===== config.mk =====
export PLATFORM = sky130hd
export DESIGN_NAME = tile_shape_rasterize_shade
export DESIGN_NICKNAME = d
export VERILOG_FILES = /design/src/hw/rtl/tsrs_pkg.sv /design/src/hw/rtl/tile_shape_rasterize_shade.sv
export SDC_FILE = /design/constraint.sdc
export NUM_CORES = 1
export LEC_CHECK = 0
export BUFFER_PORTS_ARGS = -buffer_cell sky130_fd_sc_hd__buf_2
export CAP_MARGIN = 30
export CORE_ASPECT_RATIO = 0.6
export CORE_MARGIN = 2
export CORE_UTILIZATION = 25
export DETAILED_ROUTE_END_ITERATION = 7
export PLACE_DENSITY = 0.4
export RECOVER_POWER = 25
export SYNTH_ARGS = -nofsm -noshare
export SYNTH_HDL_FRONTEND = slang
export SYNTH_SLANG_ARGS = --single-unit

===== constraint.sdc =====
create_clock -name i_clk -period 3.8 [get_ports i_clk]
set_input_delay 0.38 -clock i_clk [delete_from_list [all_inputs] [get_ports i_clk]]
set_output_delay 0.38 -clock i_clk [all_outputs]
set_load 0.05 [all_outputs]

===== src/hw/rtl/tsrs_pkg.sv =====
// Shared constants, types and helper functions of the tile shape rasterizer.
`timescale 1ns / 1ps

package tsrs_pkg;

    // Tile geometry and field widths
    localparam int TILE_SIZE  = 16;
    localparam int COORD_W    = 4;
    localparam int COLOR_W    = 16;
    localparam int CFG_IDX_W  = 3;
    localparam int CFG_DATA_W = 16;
    localparam int NROWS      = 3;

    // Register indexes of the configuration port
    localparam logic [CFG_IDX_W-1:0] REG_SHAPE_KIND    = 3'd0;
    localparam logic [CFG_IDX_W-1:0] REG_EDGE_MASK     = 3'd1;
    localparam logic [CFG_IDX_W-1:0] REG_MARGIN        = 3'd2;
    localparam logic [CFG_IDX_W-1:0] REG_CORNER_RADIUS = 3'd3;
    localparam logic [CFG_IDX_W-1:0] REG_BODY_COLOR    = 3'd4;
    localparam logic [CFG_IDX_W-1:0] REG_TOP_COLOR     = 3'd5;
    localparam logic [CFG_IDX_W-1:0] REG_BOTTOM_COLOR  = 3'd6;

    // Edge mask bits and the single-edge codes that orient the taper
    localparam int EDGE_UP_BIT    = 0;
    localparam int EDGE_DOWN_BIT  = 1;
    localparam int EDGE_LEFT_BIT  = 2;
    localparam int EDGE_RIGHT_BIT = 3;
    localparam logic [3:0] EDGE_ONLY_UP    = 4'b0001;
    localparam logic [3:0] EDGE_ONLY_LEFT  = 4'b0100;
    localparam logic [3:0] EDGE_ONLY_RIGHT = 4'b1000;

    // Shape select
    localparam logic SHAPE_BOX   = 1'b0;
    localparam logic SHAPE_TAPER = 1'b1;

    // Rows evaluated per pixel
    localparam int ROW_ABOVE = 0;
    localparam int ROW_MID   = 1;
    localparam int ROW_BELOW = 2;

    // Taper profile
    localparam int TAPER_SHRINK = 5;
    localparam int TAPER_CENTER = TILE_SIZE / 2;
    localparam int TAPER_MAX    = TILE_SIZE / 2 - 1;
    localparam int TAPER_DEN    = (TILE_SIZE - 1) * (TILE_SIZE - 1);

    // Corner circle arithmetic: offset 2a+1-2r, its square, sum of two squares
    localparam int OFF_W = COORD_W + 3;
    localparam int SQ_W  = 2 * (COORD_W + 1);
    localparam int SUM_W = SQ_W + 1;

    typedef logic [COORD_W-1:0]              t_coord;
    typedef logic [COLOR_W-1:0]              t_color;
    typedef logic signed [OFF_W-1:0]         t_off;
    typedef logic [SQ_W-1:0]                 t_sq;
    typedef logic [TILE_SIZE-1:0][COORD_W-1:0] t_bound_tab;

    // Per-row geometry after the first compute stage
    typedef struct packed {
        logic edge_cov;   // row lies beyond the tile, counts as covered
        logic y_core;     // row inside the box core
        logic arm;        // row covered by an arm
        logic taper;      // row covered by the taper
        t_off dy_t;       // offset from the top core edge
        t_off dy_b;       // offset from the bottom core edge
    } t_row_geo;

    // Per-row data after squaring
    typedef struct packed {
        logic edge_cov;
        logic y_core;
        logic arm;
        logic taper;
        logic near_t;     // within radius of the top core edge
        logic near_b;     // within radius of the bottom core edge
        t_sq  sq_t;
        t_sq  sq_b;
    } t_row_sq;

    // Lower bound of the taper span at distance i from the connected edge
    function automatic t_bound_tab taper_lo_tab();
        int half;
        t_bound_tab tab;
        for (int i = 0; i < TILE_SIZE; i++) begin
            half   = TAPER_MAX - (i * i * TAPER_SHRINK) / TAPER_DEN;
            tab[i] = COORD_W'(TAPER_CENTER - half);
        end
        return tab;
    endfunction

    // Upper bound of the taper span at distance i from the connected edge
    function automatic t_bound_tab taper_hi_tab();
        int half;
        t_bound_tab tab;
        for (int i = 0; i < TILE_SIZE; i++) begin
            half   = TAPER_MAX - (i * i * TAPER_SHRINK) / TAPER_DEN;
            tab[i] = COORD_W'(TAPER_MAX + half);
        end
        return tab;
    endfunction

    localparam t_bound_tab TAPER_LO = taper_lo_tab();
    localparam t_bound_tab TAPER_HI = taper_hi_tab();

    // 2a + 1 - 2r, negative exactly when a < r
    function automatic t_off corner_off(t_coord a, t_coord rad);
        return $signed({2'b00, a, 1'b1}) - $signed({2'b00, rad, 1'b0});
    endfunction

    // Square of a corner offset; magnitude stays below 2^(COORD_W+1)
    function automatic t_sq off_square(t_off v);
        logic signed [2*OFF_W-1:0] prod;
        prod = v * v;
        return prod[SQ_W-1:0];
    endfunction

endpackage


===== src/hw/rtl/tile_shape_rasterize_shade.sv =====
// Top level of the tile shape rasterizer and shader.
`timescale 1ns / 1ps

// Tile shape rasterizer and shader.
// A pixel (i_pixel_x, i_pixel_y) of a 16x16 tile is taken at a rising edge
// with start high and busy low. busy stays low: a new pixel may be issued
// in every cycle, one pixel per clock sustained.
// o_strobe rises after the valid bit has passed r1_v, r2_v and r3_v, and
// is high for one cycle with o_covered and o_pixel_color (zero when not
// covered); the result is taken at the edge that ends the strobe. Results
// come out in issue order. The pipeline has four register stages: input
// capture, row geometry and taper lookup, corner offset squaring, and the
// output stage of coverage and color select.
// The receiver cannot stall, so no result is ever held back.
// Configuration uses its own valid/ready write channel (o_cfg_ready is
// always high); write only while no pixel is in flight. Index 7 is ignored.
// Synchronous reset clears the valid bits and config registers; pixel data registers are not reset.
module tile_shape_rasterize_shade (
    input  logic                            i_clk,
    input  logic                            i_rst_n,
    input  logic                            start,
    output logic                            busy,
    input  logic [tsrs_pkg::COORD_W-1:0]    i_pixel_x,
    input  logic [tsrs_pkg::COORD_W-1:0]    i_pixel_y,
    output logic                            o_strobe,
    output logic                            o_covered,
    output logic [tsrs_pkg::COLOR_W-1:0]    o_pixel_color,
    input  logic                            i_cfg_valid,
    output logic                            o_cfg_ready,
    input  logic [tsrs_pkg::CFG_IDX_W-1:0]  i_cfg_index,
    input  logic [tsrs_pkg::CFG_DATA_W-1:0] i_cfg_data
);

    localparam tsrs_pkg::t_coord TMAX = tsrs_pkg::COORD_W'(tsrs_pkg::TILE_SIZE - 1);

    // Configuration registers
    logic                 r_shape_kind;
    logic [3:0]           r_edge_mask;
    tsrs_pkg::t_coord     r_margin;
    tsrs_pkg::t_coord     r_radius;
    logic [tsrs_pkg::SUM_W-1:0] r_rad4;   // 4 r^2, kept with the radius
    tsrs_pkg::t_color     r_body_color;
    tsrs_pkg::t_color     r_top_color;
    tsrs_pkg::t_color     r_bottom_color;
    logic [2*tsrs_pkg::COORD_W-1:0] n_rad_sq;

    assign o_cfg_ready = 1'b1;
    assign busy        = 1'b0;
    assign n_rad_sq    = i_cfg_data[tsrs_pkg::COORD_W-1:0] * i_cfg_data[tsrs_pkg::COORD_W-1:0];

    // Register writes
    always_ff @(posedge i_clk) begin
        if (!i_rst_n) begin
            r_shape_kind   <= 1'b0;
            r_edge_mask    <= '0;
            r_margin       <= '0;
            r_radius       <= '0;
            r_rad4         <= '0;
            r_body_color   <= '0;
            r_top_color    <= '0;
            r_bottom_color <= '0;
        end else if (i_cfg_valid && o_cfg_ready) begin
            unique case (i_cfg_index)
                tsrs_pkg::REG_SHAPE_KIND:    r_shape_kind   <= i_cfg_data[0];
                tsrs_pkg::REG_EDGE_MASK:     r_edge_mask    <= i_cfg_data[3:0];
                tsrs_pkg::REG_MARGIN:        r_margin <= i_cfg_data[tsrs_pkg::COORD_W-1:0];
                tsrs_pkg::REG_CORNER_RADIUS: begin
                    r_radius <= i_cfg_data[tsrs_pkg::COORD_W-1:0];
                    r_rad4   <= {1'b0, n_rad_sq, 2'b00};
                end
                tsrs_pkg::REG_BODY_COLOR:    r_body_color   <= i_cfg_data;
                tsrs_pkg::REG_TOP_COLOR:     r_top_color    <= i_cfg_data;
                tsrs_pkg::REG_BOTTOM_COLOR:  r_bottom_color <= i_cfg_data;
                default: ;
            endcase
        end
    end

    logic edge_up, edge_dn, edge_lf, edge_rt;
    assign edge_up = r_edge_mask[tsrs_pkg::EDGE_UP_BIT];
    assign edge_dn = r_edge_mask[tsrs_pkg::EDGE_DOWN_BIT];
    assign edge_lf = r_edge_mask[tsrs_pkg::EDGE_LEFT_BIT];
    assign edge_rt = r_edge_mask[tsrs_pkg::EDGE_RIGHT_BIT];

    // Stage 1: capture the pixel beat
    logic             r1_v;
    tsrs_pkg::t_coord r1_x;
    tsrs_pkg::t_coord r1_y;

    always_ff @(posedge i_clk) begin
        if (!i_rst_n) begin
            r1_v <= 1'b0;
        end else begin
            r1_v <= start && !busy;
        end
    end

    always_ff @(posedge i_clk) begin
        r1_x <= i_pixel_x;
        r1_y <= i_pixel_y;
    end

    // Stage 2 logic: core bounds, arms, taper span and corner offsets
    tsrs_pkg::t_coord   core_hi;
    logic               core_ok;
    logic               x_core;
    tsrs_pkg::t_off     n_dx_l, n_dx_r;
    tsrs_pkg::t_row_geo n_geo [tsrs_pkg::NROWS];

    assign core_hi = TMAX - r_margin;
    assign core_ok = r_margin <= core_hi;
    assign x_core  = core_ok && (r1_x >= r_margin) && (r1_x <= core_hi);
    assign n_dx_l  = tsrs_pkg::corner_off(r1_x - r_margin, r_radius);
    assign n_dx_r  = tsrs_pkg::corner_off(core_hi - r1_x, r_radius);

    always_comb begin
        tsrs_pkg::t_coord yk;
        tsrs_pkg::t_coord ti;
        tsrs_pkg::t_coord tj;
        logic             yc;
        for (int k = 0; k < tsrs_pkg::NROWS; k++) begin
            yk = tsrs_pkg::t_coord'(r1_y + tsrs_pkg::COORD_W'(k) - tsrs_pkg::COORD_W'(1));
            yc = core_ok && (yk >= r_margin) && (yk <= core_hi);

            if (k == tsrs_pkg::ROW_ABOVE) begin
                n_geo[k].edge_cov = (r1_y == '0);
            end else if (k == tsrs_pkg::ROW_BELOW) begin
                n_geo[k].edge_cov = (r1_y == TMAX);
            end else begin
                n_geo[k].edge_cov = 1'b0;
            end
            n_geo[k].y_core = yc;
            n_geo[k].arm =
                (x_core && ((edge_up && (yk < r_margin)) ||
                            (edge_dn && ((TMAX - yk) < r_margin)))) ||
                (yc && ((edge_lf && (r1_x < r_margin)) ||
                        (edge_rt && ((TMAX - r1_x) < r_margin))));
            n_geo[k].dy_t = tsrs_pkg::corner_off(yk - r_margin, r_radius);
            n_geo[k].dy_b = tsrs_pkg::corner_off(core_hi - yk, r_radius);

            // Taper axis: distance from the connected edge and position across
            priority if (r_edge_mask == tsrs_pkg::EDGE_ONLY_LEFT) begin
                ti = r1_x;
                tj = yk;
            end else if (r_edge_mask == tsrs_pkg::EDGE_ONLY_RIGHT) begin
                ti = TMAX - r1_x;
                tj = yk;
            end else if (r_edge_mask == tsrs_pkg::EDGE_ONLY_UP) begin
                ti = yk;
                tj = r1_x;
            end else begin
                ti = TMAX - yk;
                tj = r1_x;
            end
            n_geo[k].taper = (tj >= tsrs_pkg::TAPER_LO[ti]) && (tj <= tsrs_pkg::TAPER_HI[ti]);
        end
    end

    logic               r2_v;
    logic               r2_x_core;
    tsrs_pkg::t_off     r2_dx_l, r2_dx_r;
    tsrs_pkg::t_row_geo r2_geo [tsrs_pkg::NROWS];

    always_ff @(posedge i_clk) begin
        if (!i_rst_n) begin
            r2_v <= 1'b0;
        end else begin
            r2_v <= r1_v;
        end
    end

    always_ff @(posedge i_clk) begin
        r2_x_core <= x_core;
        r2_dx_l   <= n_dx_l;
        r2_dx_r   <= n_dx_r;
        for (int k = 0; k < tsrs_pkg::NROWS; k++) begin
            r2_geo[k] <= n_geo[k];
        end
    end

    // Stage 3: square the corner offsets
    logic              r3_v;
    logic              r3_x_core;
    logic              r3_near_l, r3_near_r;
    tsrs_pkg::t_sq     r3_sq_l, r3_sq_r;
    tsrs_pkg::t_row_sq r3_row [tsrs_pkg::NROWS];

    always_ff @(posedge i_clk) begin
        if (!i_rst_n) begin
            r3_v <= 1'b0;
        end else begin
            r3_v <= r2_v;
        end
    end

    always_ff @(posedge i_clk) begin
        r3_x_core <= r2_x_core;
        r3_near_l <= r2_dx_l[tsrs_pkg::OFF_W-1];
        r3_near_r <= r2_dx_r[tsrs_pkg::OFF_W-1];
        r3_sq_l   <= tsrs_pkg::off_square(r2_dx_l);
        r3_sq_r   <= tsrs_pkg::off_square(r2_dx_r);
        for (int k = 0; k < tsrs_pkg::NROWS; k++) begin
            r3_row[k].edge_cov <= r2_geo[k].edge_cov;
            r3_row[k].y_core   <= r2_geo[k].y_core;
            r3_row[k].arm      <= r2_geo[k].arm;
            r3_row[k].taper    <= r2_geo[k].taper;
            r3_row[k].near_t   <= r2_geo[k].dy_t[tsrs_pkg::OFF_W-1];
            r3_row[k].near_b   <= r2_geo[k].dy_b[tsrs_pkg::OFF_W-1];
            r3_row[k].sq_t     <= tsrs_pkg::off_square(r2_geo[k].dy_t);
            r3_row[k].sq_b     <= tsrs_pkg::off_square(r2_geo[k].dy_b);
        end
    end

    // Stage 4 logic: circle tests, row coverage and color select
    logic free_tl, free_tr, free_bl, free_br;
    logic row_cov [tsrs_pkg::NROWS];
    tsrs_pkg::t_color n_color;

    assign free_tl = !edge_up && !edge_lf;
    assign free_tr = !edge_up && !edge_rt;
    assign free_bl = !edge_dn && !edge_lf;
    assign free_br = !edge_dn && !edge_rt;

    always_comb begin
        logic in_tl, in_tr, in_bl, in_br;
        logic drop;
        for (int k = 0; k < tsrs_pkg::NROWS; k++) begin
            in_tl = ({1'b0, r3_sq_l} + {1'b0, r3_row[k].sq_t}) <= r_rad4;
            in_tr = ({1'b0, r3_sq_r} + {1'b0, r3_row[k].sq_t}) <= r_rad4;
            in_bl = ({1'b0, r3_sq_l} + {1'b0, r3_row[k].sq_b}) <= r_rad4;
            in_br = ({1'b0, r3_sq_r} + {1'b0, r3_row[k].sq_b}) <= r_rad4;
            drop  = (free_tl && r3_near_l && r3_row[k].near_t && !in_tl) ||
                    (free_tr && r3_near_r && r3_row[k].near_t && !in_tr) ||
                    (free_bl && r3_near_l && r3_row[k].near_b && !in_bl) ||
                    (free_br && r3_near_r && r3_row[k].near_b && !in_br);
            if (r_shape_kind == tsrs_pkg::SHAPE_TAPER) begin
                row_cov[k] = r3_row[k].edge_cov || r3_row[k].taper;
            end else begin
                row_cov[k] = r3_row[k].edge_cov || r3_row[k].arm ||
                             (r3_x_core && r3_row[k].y_core && !drop);
            end
        end
    end

    always_comb begin
        priority if (!row_cov[tsrs_pkg::ROW_MID]) begin
            n_color = '0;
        end else if (!row_cov[tsrs_pkg::ROW_ABOVE]) begin
            n_color = r_top_color;
        end else if (!row_cov[tsrs_pkg::ROW_BELOW]) begin
            n_color = r_bottom_color;
        end else begin
            n_color = r_body_color;
        end
    end

    // Output register: one result beat per strobe
    always_ff @(posedge i_clk) begin
        if (!i_rst_n) begin
            o_strobe <= 1'b0;
        end else begin
            o_strobe <= r3_v;
        end
    end

    always_ff @(posedge i_clk) begin
        o_covered     <= row_cov[tsrs_pkg::ROW_MID];
        o_pixel_color <= n_color;
    end

    // Every accepted pixel gives a result beat on o_strobe
    a_latency: assert property (@(posedge i_clk) disable iff (!i_rst_n)
        (start && !busy) |-> ##4 o_strobe)
        else $error("accepted pixel produced no result");

    // No result without a matching accepted pixel
    a_no_phantom: assert property (@(posedge i_clk) disable iff (!i_rst_n)
        o_strobe |-> $past(start && !busy, 4))
        else $error("result without an accepted pixel");

    // The pipeline is empty right after reset
    a_reset_flush: assert property (@(posedge i_clk)
        (i_rst_n && !$past(i_rst_n)) |-> !o_strobe && !r3_v && !r2_v && !r1_v)
        else $error("pipeline not flushed by reset");

    // An uncovered pixel carries no color
    a_uncovered_zero: assert property (@(posedge i_clk) disable iff (!i_rst_n)
        (o_strobe && !o_covered) |-> (o_pixel_color == '0))
        else $error("uncovered pixel with nonzero color");

endmodule

After elaboration in Yosys (flattened, before gate mapping)
Memory sizes are Yosys's and may differ from the RTL's.
Index checks and enable logic that the tools add are counted.
W data, S select, Z words.
{ "classes": {"order_cmp": 38, "n_mux": 26, "multipliers": 9, "eq_ne": 10, "n_addsub": 38, "n_reduce_logical": 116} }
{ "ops": {"columns": ["op", "n"], "rows": [
  ["$add A10 B10 Y11", 12],
  ["$le A11 B10 Y1", 12],
  ["$mux W4", 21],
  ["$logic_and A1 B1 Y1", 63],
  ["$mul A7 B7 Y10", 6],
  ["$sub A5 B5 Y6", 8],
  ["$le A4 B4 Y1", 8],
  ["$lt A4 B4 Y1", 8],
  ["$mux W16", 2],
  ["$sub A4 B4 Y4", 8],
  ["$ge A4 B4 Y1", 7],
  ["$logic_or A1 B1 Y1", 25],
  ["$mul A6 B6 Y10", 2],
  ["$sub A4 B4 Y4 const A", 5],
  ["$logic_not A1 Y1", 19],
  ["$lt A4 B5 Y1 const B", 3],
  ["$reduce_and A2 Y1", 7],
  ["$sub A4 B1 Y4 const B", 3],
  ["$eq A3 B3 Y1 const B", 3],
  ["$eq A4 B4 Y1 const B", 2],
  ["$mul A4 B4 Y8", 1],
  ["$eq A3 B2 Y1 const B", 2],
  ["$add A4 B1 Y4 const B", 1],
  ["$add A4 B2 Y4 const B", 1],
  ["other kinds (6)", 8]
]} }
{ "word_totals": {"mem_bits_rw": 132, "elab_cells": 269, "register_bits": 134, "out_inout_bits": 20, "memories": 8, "in_bits": 31, "mem_bits_ro": 384} }
{ "memory_table": {"columns": ["name", "words", "word_bits", "read_ports", "rd_ports_with_merged_regs", "wr", "line_no", "text"], "rows": [
  ["r3_row", 3, 26, 3, 0, 3, "tile_shape_rasterize_shade.sv:186", "tsrs_pkg::t_row_sq r3_row [tsrs_pkg::NROWS];"],
  ["(name not given)", 16, 4, 1, 0, 0, "tile_shape_rasterize_shade.sv:155", "n_geo[k].taper = (tj >= tsrs_pkg::TAPER_LO[ti]) && (tj <= tsrs_pkg::TAPER_HI[ti]);"],
  ["(name not given)", 16, 4, 1, 0, 0, "tile_shape_rasterize_shade.sv:155", null],
  ["(name not given)", 16, 4, 1, 0, 0, "tile_shape_rasterize_shade.sv:155", null],
  ["(name not given)", 16, 4, 1, 0, 0, "tile_shape_rasterize_shade.sv:155", null],
  ["(name not given)", 16, 4, 1, 0, 0, "tile_shape_rasterize_shade.sv:155", null],
  ["+2 memories", null, null, null, null, null, null, null]
]} }

Longest topological paths before layout
Gate-level depths: netlist of the first run.
{ "logic_depth": {"ltp_word": 14, "ltp_mapped": 18} }

Least setup slack after synthesis of the first run
OpenSTA, ideal clock, no wires.
{ "synth_timing": {"kind": "reg-to-reg", "startpoint": "memory r2_geo[0][37] (netlist name)", "endpoint": "memory r3_row[1][19] (netlist name)", "required_time_ns": 3.728, "setup_slack_ns": -0.287, "arrival_time_ns": 4.014, "path_stages_with_launch": 13, "period_less_slack_ns": 4.087, "setup_ns": 0.072, "n_path_buf": 1, "path_cell_list": "dfxtp_1 clkbuf_1 inv_2 nor2_1 fa_1 fa_1 fa_1 fa_1 ha_1 a21oi_1 o21bai_1 a21oi_1 xnor2_1"} }
{ "synth_lines": {"columns": ["item", "line_no", "text"], "rows": [
  ["start, declared", "tile_shape_rasterize_shade.sv:162", "tsrs_pkg::t_row_geo r2_geo [tsrs_pkg::NROWS];"],
  ["end, declared", "tile_shape_rasterize_shade.sv:186", null]
]} }

Worst setup path after layout of the first run
{ "layout_timing": {"startpoint": "register r3_sq_r[2]", "endpoint": "register o_pixel_color[6] (netlist name)"} }
{ "layout_between": {"elab_chain_len": 13, "elab_cells_between_ends": 47, "cone_classes": "add/sub (6); order compare (6); mux (5); reduce/logical (30)"} }
{ "layout_rtl": {"columns": ["item", "line_no", "text"], "rows": [
  ["start, declared", "tile_shape_rasterize_shade.sv:185", "tsrs_pkg::t_sq r3_sq_l, r3_sq_r;"],
  ["start signal, assigned", "tile_shape_rasterize_shade.sv:201", "r3_sq_r <= tsrs_pkg::off_square(r2_dx_r);"],
  ["$add A10 B10 Y11", "tile_shape_rasterize_shade.sv:229", "in_tr = ({1'b0, r3_sq_r} + {1'b0, r3_row[k].sq_t}) <= r_rad4;"],
  ["$le A11 B10 Y1", "tile_shape_rasterize_shade.sv:229", null],
  ["$logic_not A1 Y1", "tile_shape_rasterize_shade.sv:233", "(free_tr && r3_near_r && r3_row[k].near_t && !in_tr) ||"],
  ["$logic_and A1 B1 Y1", "tile_shape_rasterize_shade.sv:233", null],
  ["$logic_or A1 B1 Y1", "tile_shape_rasterize_shade.sv:232", "drop = (free_tl && r3_near_l && r3_row[k].near_t && !in_tl) ||"],
  ["$logic_or A1 B1 Y1", "tile_shape_rasterize_shade.sv:233", null],
  ["$logic_or A1 B1 Y1", "tile_shape_rasterize_shade.sv:234", "(free_bl && r3_near_l && r3_row[k].near_b && !in_bl) ||"],
  ["$logic_not A1 Y1", "tile_shape_rasterize_shade.sv:240", "(r3_x_core && r3_row[k].y_core && !drop);"],
  ["$logic_and A1 B1 Y1", "tile_shape_rasterize_shade.sv:240", null],
  ["$logic_or A1 B1 Y1", "tile_shape_rasterize_shade.sv:239", "row_cov[k] = r3_row[k].edge_cov || r3_row[k].arm ||"],
  ["$mux W1", "tile_shape_rasterize_shade.sv:236", "if (r_shape_kind == tsrs_pkg::SHAPE_TAPER) begin"],
  ["$mux W16", "tile_shape_rasterize_shade.sv:250", "end else if (!row_cov[tsrs_pkg::ROW_BELOW]) begin"],
  ["$mux W16", "tile_shape_rasterize_shade.sv:248", "end else if (!row_cov[tsrs_pkg::ROW_ABOVE]) begin"],
  ["end signal, assigned", "tile_shape_rasterize_shade.sv:268", "o_pixel_color <= n_color;"],
  ["end, declared", "tile_shape_rasterize_shade.sv:27", "output logic [tsrs_pkg::COLOR_W-1:0] o_pixel_color,"]
]} }
Several ways; a longest one is shown, not always the timed one.
A chain may end at the register's enable or synchronous reset.

==> impl_metrics.tcl, run 1 <==
set metrics [dict create \
    netlist.top_cell.by_area "ha_1" \
    hold_depth 3 \
    fill_cells 9093 \
    failed_checks "capacitance limit, slew limit" \
    worstHoldStart "i_cfg_data[10]" \
    overflow 0 \
    dpl_cell_area_sq_mm 0.0254 \
    synth_commonest_cells "ha_1 (385), inv_1 (315), dfxtp_1 (228)" \
    path_delay_family "compound AO/OA/AOI/OAI gates" \
    layout-drive-gt1-share_pct 18.7 \
    worst-r2r-setup-slack_ps 70 \
    clock_latency_ps 610 \
    grt_pass1_wl_um 107000 \
    drt_iter0_drc 1086 \
    crit_type "reg -> reg" \
    synth_area_sq_mm 0.0223 \
    syn_inst 2396 \
    drv_cap 1 \
    ios 51 \
    dieArea_sq_mm 0.0916 \
    wl_um 69800 \
    dr.pass1.iters 7 \
    grt_pass1_vias 17300 \
    max_freq_mhz 268 \
    cts_buffers 26 \
    grt_use_total_pct 15.1 \
    die_w_um 389 \
    worst_slew_pin_slew_ps 1540 \
    end_kind "flop" \
    rsz0062_at_grt "yes" \
    cp_common_cell "nor2_1" \
    critPathLaunchType "flop" \
    r2r-start "r3_sq_r[2]" \
    slew_violations 41 \
    fp-row-count 84 \
    cp_max_fo 8 \
    io_buffers 48 \
    cp.depth 18 \
    slowest_delay_ps 400 \
    clk_pin_slew_ps 70 \
    synth_warnings 0 \
    dpl.hpwl_um 57100 \
    cts_buffer_depth 3 \
    grt_use_met1_pct 25.9 \
    final_cell_area_sq_mm 0.0274 \
    synthArstFlopShare_pct 0 \
    synth-seq-cells 228 \
    cp_slowest_cell "dfxtp_4" \
    fin_skew_ps 33.7 \
    nets 3231 \
    setup-tns-final_ps 0 \
    grt_max_degree 41 \
    wl_per_cell_um 18.2 \
    ant_nets 0 \
    postSynthAreaPerCell_sq_um 9.30 \
    vias 17300 \
    hold_path.class "in -> reg" \
    status "complete, but fails checks" \
    fin_crit_ps 3730 \
    cts_sinks 228 \
    synth.distinct_cells 81 \
    tritoncts "done" \
    die_h_um 235 \
    synth_nets 2978 \
    area_delta_synth_final_pct 22.9 \
    coreArea_sq_mm 0.0880 \
    fin_crit_sh_pct 98.1 \
    place.gp.congestion 0.874 \
    path_cells "ha_4 > inv_2 > fa_2 > nor2b_2 > o31a_1 > nor2_1 > nor2_1 > nor2_1 > xnor2_1 > ha_1 > a2111oi_2 > o21ai_1 > nand2_2 > a41o_1 > a41oi_4 > buf_12 > mux2i_4 > a211oi_2" \
    cp.required_ps 4300 \
    top_usage_layer "met1" \
    drc 0 \
    yosysSeqAreaShare_pct 20.5 \
    synth_edf_count 0 \
    synth_area_leaders "ha_1 (22%), dfxtp_1 (20%), fa_1 (15%)" \
    yosysTopAreaCellShare_pct 21.6 \
    synth_most_common_cell "ha_1" \
    hold_viol_final 0 \
    synth_ff_type "dfxtp_1" \
    setup_ws_ps 70.9 \
    met2_usage_pct 19.1 \
    worstPathArrival_ps 4230 \
    worst-path-buf-inv 2 \
    initial_core_util_pct 25.3 \
    grt_antenna_before_repair 3 \
    max_slew_margin_pct -2.94 \
    finalSetupViolCount 0 \
    dp_slack_ps -350 \
    use_met3_pct 2.01 \
    reg2reg_depth 18 \
    vias_per_cell 4.52 \
    htreeDepth 1 \
    cts_root_buffer "clkbuf_16" \
    hold_end "r_body_color[10]" \
    r2r-end "o_pixel_color[6]" \
]
## timing repair
action | 4_1_cts | 5_1_grt
hold endpoints to repair | 9 | 0
setup endpoints to repair | 31 | 33
gates cloned | 0 | 4
buffers inserted | 2 | 16
pin swaps | 15 | 100
hold buffers | 9 | 0
resized for setup | 43 | 170
## kinds of logic after synthesis
logic type / count (synthesis) / share of synthesized area [%]
AOI/OAI and AO/OA: 512 / 15.8
xor gates and xnor gates: 228 / 9.02
adders and majority gates: 551 / 36.5
buffers and inverters: 368 / 6.43
DFF: 228 / 20.5
muxes: 31 / 1.40
other: 2 / 0.0337
and+or+nand+nor: 476 / 10.3
## through the flow
step	utilization (%)	std cells	hold WS, ps
after floorplan	-	2396	310
final	31.1	3832	42.8
after global placement	28.9	3752	311
after global routing	31.1	3830	29.6
after detailed placement	28.9	3753	312
after CTS	30.2	3812	0.640
## placed cells by master, fill, tap and decap left out, types with 13 or more instances in the layout
master	count
a211oi_2	19
ha_4	14
nor2_1	119
dfxtp_4	14
fa_1	157
ha_1	366
clkbuf_16	30
a21boi_0	55
o21ai_0	49
a21oi_2	22
inv_1	302
nor2b_1	19
xor2_1	50
a21o_1	56
xnor2_1	170
and2_1	29
o21bai_1	49
buf_2	45
nand2b_1	27
inv_2	13
o21a_1	27
dfxtp_1	205
buf_12	13
mux2i_1	21
nand3_1	13
a21oi_1	123
buf_4	188
a211oi_1	19
nand2_1	170
## layer usage
| metal | up-vias | wire length, um |
|---|---|---|
| li1 | 8568 | - |
| met1 | 8362 | 39800 |
| met2 | 334 | 25300 |
| met3 | 63 | 3700 |
| met4 | 0 | 1010 |
| met5 | - | 0 |
## worst max-delay path by stage
stage	slack (ps)	startpoint	to
final	70	r3_sq_r[2]	o_pixel_color[6]
after global placement	-260	r2_geo[0][37]	r3_row[1][19]
after CTS	1	r2_geo[0][38]	r3_row[2][9]
after detailed placement	-350	r2_geo[0][37]	r3_row[1][19]
after global routing	-120	r3_sq_r[2]	o_pixel_color[6]
after floorplan	3	r2_geo[0][49]	r3_row[2][19]
## flip-flops by register name, summed over array words and instances, names as in the netlist, 5 cells and up
| register | cells |
|---|---|
| r_top_color | 16 |
| o_pixel_color | 16 |
| r3_sq_l | 8 |
| r2_dx_l | 5 |
| r2_geo | 37 |
| r2_dx_r | 5 |
| r_bottom_color | 16 |
| r_body_color | 16 |
| r3_sq_r | 8 |
| r_rad4 | 6 |
| r3_row | 65 |
## worst register-to-register path, cell delays in order (launching register included)
cell	delay, ps
dfxtp_4	400
ha_4	150
inv_2	40
fa_2	370
nor2b_2	140
o31a_1	170
nor2_1	50
nor2_1	80
nor2_1	60
xnor2_1	130
ha_1	360
a2111oi_2	360
o21ai_1	130
nand2_2	160
a41o_1	240
a41oi_4	220
buf_12	230
mux2i_4	200
a211oi_2	170
## layout make-up
type | instances | area (sq um) | share of cell area [%]
Clock buffer | 30 | 696 | 2.54
Antenna cell | 2 | 5.00 | 0.0183
Clock inverter | 18 | 199 | 0.726
Sequential cell | 228 | 4630 | 16.9
Multi-Input combinational cell | 1800 | 17000 | 62.0
Timing Repair Buffer | 274 | 2220 | 8.11
Inverter | 319 | 1210 | 4.42
Tap cell | 1161 | 1450 | 5.30
Power of run 1 is left out: the tool's default activity adds up to more than one toggle a clock period on the data nets, which glitch-free logic cannot reach.
==> run 2: changes to the inputs <==
Settings changed: CORE_ASPECT_RATIO 0.6 to default.
==> run 2 against run 1 <==
Effect of this change:
- the run now ends clean
- core utilization fell by 0.51 points
- non-clock buffer count fell by 38
- routed wire length fell by 7.2%
- register-to-register slack improved by 40 ps
- critical path type unchanged
- clock skew fell by 25 ps
- largest cell class unchanged
- sequential share of layout area rose by 0.15 points
- setup slack improved by 41 ps
- sequential cell count did not move
- highest routed layer unchanged
- first-iteration DRC count fell by 35%
- count of clock-buffer cells in the layout rose by 7
- design area fell by 1.2%
==> impl_metrics.tcl, run 2 (synthesized netlist as in run 1, its figures left out) <==
set metrics [dict create \
    critPathLaunchType "flop" \
    die_h_um 303 \
    largestRegisters "r3_row: 65 flops, r2_geo: 37 flops" \
    io_buffers 48 \
    worstHoldStart "i_cfg_data[12]" \
    worstPathArrival_ps 4160 \
    layout_common_cells "ha_1 (369), inv_1 (311), dfxtp_1 (200)" \
    max_slew_margin_pct 37.0 \
    wl_per_cell_um 17.0 \
    hold_path.class "in -> reg" \
    cts_sinks 228 \
    ios 51 \
    drt_iter0_drc 709 \
    initial_core_util_pct 25.2 \
    status "complete, no violations" \
    nets 3198 \
    cts_root_buffer "clkbuf_16" \
    coreArea_sq_mm 0.0884 \
    worst_slew_pin_slew_ps 945 \
    setup_ws_ps 112 \
    largest_reg_flops 65 \
    grt_antenna_before_repair 2 \
    crit_type "reg -> reg" \
    grt_use_total_pct 14.3 \
    wl_um 64800 \
    rsz0062_at_grt "yes" \
    cp_slowest_cell "fa_2" \
    finalSetupViolCount 0 \
    overflow 0 \
    clock_latency_ps 590 \
    grt_pass1_vias 17900 \
    crit_start "r3_sq_r[2]" \
    cts_buffers 30 \
    fin_crit_sh_pct 97.0 \
    final_common_cell "ha_1" \
    htreeDepth 1 \
    cp.required_ps 4270 \
    grt_pass1_wl_um 102000 \
    place.gp.congestion 0.834 \
    vias_per_cell 4.44 \
    dr.pass1.iters 4 \
    hold_viol_final 0 \
    slowest_delay_ps 380 \
    antenna_cells 0 \
    max_freq_mhz 271 \
    dpl.hpwl_um 52900 \
    fp-row-count 109 \
    drc 0 \
    clk_pin_slew_ps 60 \
    cts_buffer_depth 3 \
    dp_slack_ps -172 \
    fin_crit_ps 3690 \
    grt_max_degree 63 \
    vias 16900 \
    die_w_um 303 \
    slew_violations 0 \
    cp_max_fo 11 \
    r2r-start "r3_sq_r[2]" \
    area_delta_synth_final_pct 21.4 \
    fin_skew_ps 9.12 \
    max_flop_register "r3_row" \
    tritoncts "done" \
    dieArea_sq_mm 0.0916 \
    drv_cap 0 \
    layout-drive-gt1-share_pct 16.8 \
    ant_nets 0 \
    path_cells "buf_4 > ha_1 > fa_2 > a211oi_2 > nor2_1 > o21a_1 > nor2_1 > xnor2_1 > ha_1 > o211ai_1 > o21ai_1 > a32o_2 > buf_4 > o21bai_4 > buf_6 > a211oi_1 > a211oi_2" \
    end_kind "flop" \
]
==> run 2: cell count changes in the layout (fill, tap and decap cells not counted), moves of 8 or more <==
| cell | previous run | this run |
|---|---|---|
| buf_4 | 188 | 162 |
| inv_2 | 13 | 5 |
| dfxtp_4 | 14 | 6 |
| dfxtp_2 | 9 | 22 |
| inv_1 | 302 | 311 |
==> run 2: cell type report <==
class                   count  area [sq um]
inverters                 319          1200
repair buffers            236          1840
flip-flops and latches    228          4610
clock buffers              37           827
well taps                1165          1460
fillers                  9277         61300
multi-input cells        1801         16800
clock inverters            19           299
==> run 2: metrics by stage <==
step / util (%) / hold WS (ps) / cell area [sq um] / setup TNS, ps / std cells
finish: 30.6 / 52.0 / 27100 / 0 / 3805
CTS: 30.1 / 17.0 / 26600 / -24.1 / 3798
global route: 30.6 / 48.8 / 27100 / -1290 / 3805
global placement: 28.4 / 313 / 25100 / -1510 / 3726
floorplan: - / 310 / 22300 / 0 / 2396
detailed placement: 28.4 / 312 / 25100 / -2410 / 3727
==> run 2: metal layers <==
metal	routed length (um)	GRT usage, %
met1	31000	19.2
met2	30600	24.4
met3	1540	1.47
met4	1610	3.62
met5	0	0
==> run 2: timing repair <==
item                                    in CTS  in global routing
pin swaps                                   13                 66
gates resized for setup                     45                110
hold endpoints to repair                     9                  0
hold buffers                                 9                  0
endpoints found under the setup margin      23                 27
buffers inserted                             4                  7
gates cloned                                 2                  0
==> run 2: worst paths after layout <==
| path | end | slack (ps) | cells past startpoint |
|---|---|---|---|
| max reg2reg | o_pixel_color[4] | 110 | 17 |
| min reg2reg | r3_row[2][24] | 320 | 0 |
| min | r_top_color[12] | 50 | 3 |
| max | o_pixel_color[4] | 110 | 17 |
==> run 2: critical path: cells and delay by family (launching register included) <==
family                   cells  cell delay, ps
AO/OA/AOI/OAI                8            1480
XOR/XNOR                     1              90
adder cells (fa/ha/maj)      3             900
buffers and inverters        3             500
flip-flops                   1             370
AND/OR/NAND/NOR              2             210
Power of run 2 is left out for the same reason.
==> run 3: changes to the inputs <==
Settings changed: SETUP_SLACK_MARGIN from default to 0.2.
==> run 3 against run 2 <==
Effect of this change:
- sequential share of layout area decreased by 0.49 points
- count of clock-buffer cells in the layout is 2 higher
- register-to-register slack got worse by 50 ps
- routed wire length increased by 3.5%
- hold slack improved by 16 ps
- fmax is 1.4% lower
- clock skew rose by 22 ps
- critical path depth did not move
- critical endpoint is now o_pixel_color[1]
- non-clock buffer count is 43 higher
- die area did not move
==> impl_metrics.tcl, run 3 (synthesized netlist as in run 1, its figures left out) <==
set metrics [dict create \
    layout_common_cells "ha_1 (351), inv_1 (285), dfxtp_1 (200)" \
    largest_reg_flops 65 \
    worst_slew_pin_slew_ps 1230 \
    hold_path.class "in -> reg" \
    setup_ws_ps 60.7 \
    grt_pass1_wl_um 104000 \
    grt_antenna_before_repair 2 \
    setup-tns-final_ps 0 \
    rsz0062_at_grt "yes" \
    fin_skew_ps 31.4 \
    die_w_um 303 \
    place.gp.congestion 0.852 \
    final_common_cell "ha_1" \
    worstPathArrival_ps 4250 \
    status "complete, no violations" \
    initial_core_util_pct 25.2 \
    max_slew_margin_pct 17.7 \
    path_delay_family "compound AO/OA/AOI/OAI gates" \
    grt_max_degree 40 \
    drt_iter0_drc 596 \
    clock_latency_ps 600 \
    cts_sinks 228 \
    overflow 0 \
    hold_viol_final 0 \
    largestRegisters "r3_row: 65 flops, r2_geo: 37 flops" \
    cp_max_fo 5 \
    dpl.hpwl_um 53200 \
    cts_buffers 29 \
    coreArea_sq_mm 0.0884 \
    die_h_um 303 \
    grt_pass1_vias 18000 \
    vias 17100 \
    end_kind "flop" \
    worst-r2r-setup-slack_ps 60 \
    layout-drive-gt1-share_pct 21.5 \
    clk_pin_slew_ps 60 \
    io_buffers 48 \
    max_flop_register "r3_row" \
    ant_nets 0 \
    cp_slowest_cell "fa_2" \
    slew_violations 0 \
    grt_use_total_pct 14.7 \
    wl_um 67000 \
    drc 0 \
    fin_crit_ps 3740 \
    drv_cap 0 \
    ios 51 \
    dieArea_sq_mm 0.0916 \
    cts_buffer_depth 3 \
    crit_type "reg -> reg" \
    fill_cells 9239 \
    finalSetupViolCount 0 \
    final-instance-count-excl-fill 3847 \
    post-place-cells 3725 \
    slowest_delay_ps 370 \
    nets 3240 \
    tritoncts "done" \
    vias_per_cell 4.45 \
    fin_crit_sh_pct 98.4 \
    area_delta_synth_final_pct 25.6 \
    cp.required_ps 4310 \
    wl_per_cell_um 17.4 \
    htreeDepth 1 \
    cts_root_buffer "clkbuf_16" \
    dr.pass1.iters 5 \
    fp-row-count 109 \
    critPathLaunchType "flop" \
    worst-path-buf-inv 5 \
    dp_slack_ps -252 \
    max_freq_mhz 267 \
    path_cells "buf_4 > buf_6 > fa_2 > a211oi_4 > o21bai_1 > a21oi_1 > xnor2_1 > ha_1 > o211a_1 > a221oi_4 > o22ai_2 > nor4_4 > buf_4 > a221oi_4 > buf_12 > buf_12 > a211oi_2" \
]
run 3: worst paths after layout:
| check | startpoint | endpoint | cells after the start |
|---|---|---|---|
| hold reg to reg | r2_geo[0][16] | r3_row[0][24] | 0 |
| setup reg to reg | r3_sq_l[3] | o_pixel_color[1] | 17 |
| hold / removal | i_cfg_data[14] | r_bottom_color[14] | 3 |
| setup / recovery | r3_sq_l[3] | o_pixel_color[1] | 17 |
run 3: tightest hold or removal path, cell delays in order:
cell and delay, ps:
buf_2 110, nand2_1 50, a21boi_0 60
run 3: per-stage QoR:
stage,hold slack [ps],cell area (sq um),utilization (%)
detailed placement,312,25300,28.6
finish,67.9,28000,31.7
global placement,316,25200,28.5
floorplan,310,22400,-
global route,51.6,28000,31.7
CTS,30.5,27100,30.6
run 3: final cells by class:
type                       instances  area [sq um]  area share, %
clock buffer                      39           803           2.87
tap                             1165          1460           5.20
sequential                       228          4640           16.6
antenna                            1          2.50        0.00893
timing repair buffer             279          2270           8.12
inverter                         319          1220           4.36
multi-input combinational       1801         17400           62.1
clock inverter                    15           230          0.822
run 3: what timing repair did:
item | CTS | global route
pin swaps | 109 | 124
gates resized for setup | 111 | 172
setup buffers | 27 | 26
setup endpoints to repair | 35 | 32
hold buffers | 9 | 0
hold endpoints to repair | 9 | 0
cloned | 1 | 4
run 3: routing by layer:
layer / up-vias / routed length, um / track usage (%)
met5: - / 0 / 0
met4: 0 / 1620 / 3.10
met3: 80 / 2100 / 1.38
met2: 213 / 32500 / 26.1
met1: 8211 / 30800 / 19.2
li1: 8607 / - / -
Power of run 3 is left out for the same reason.
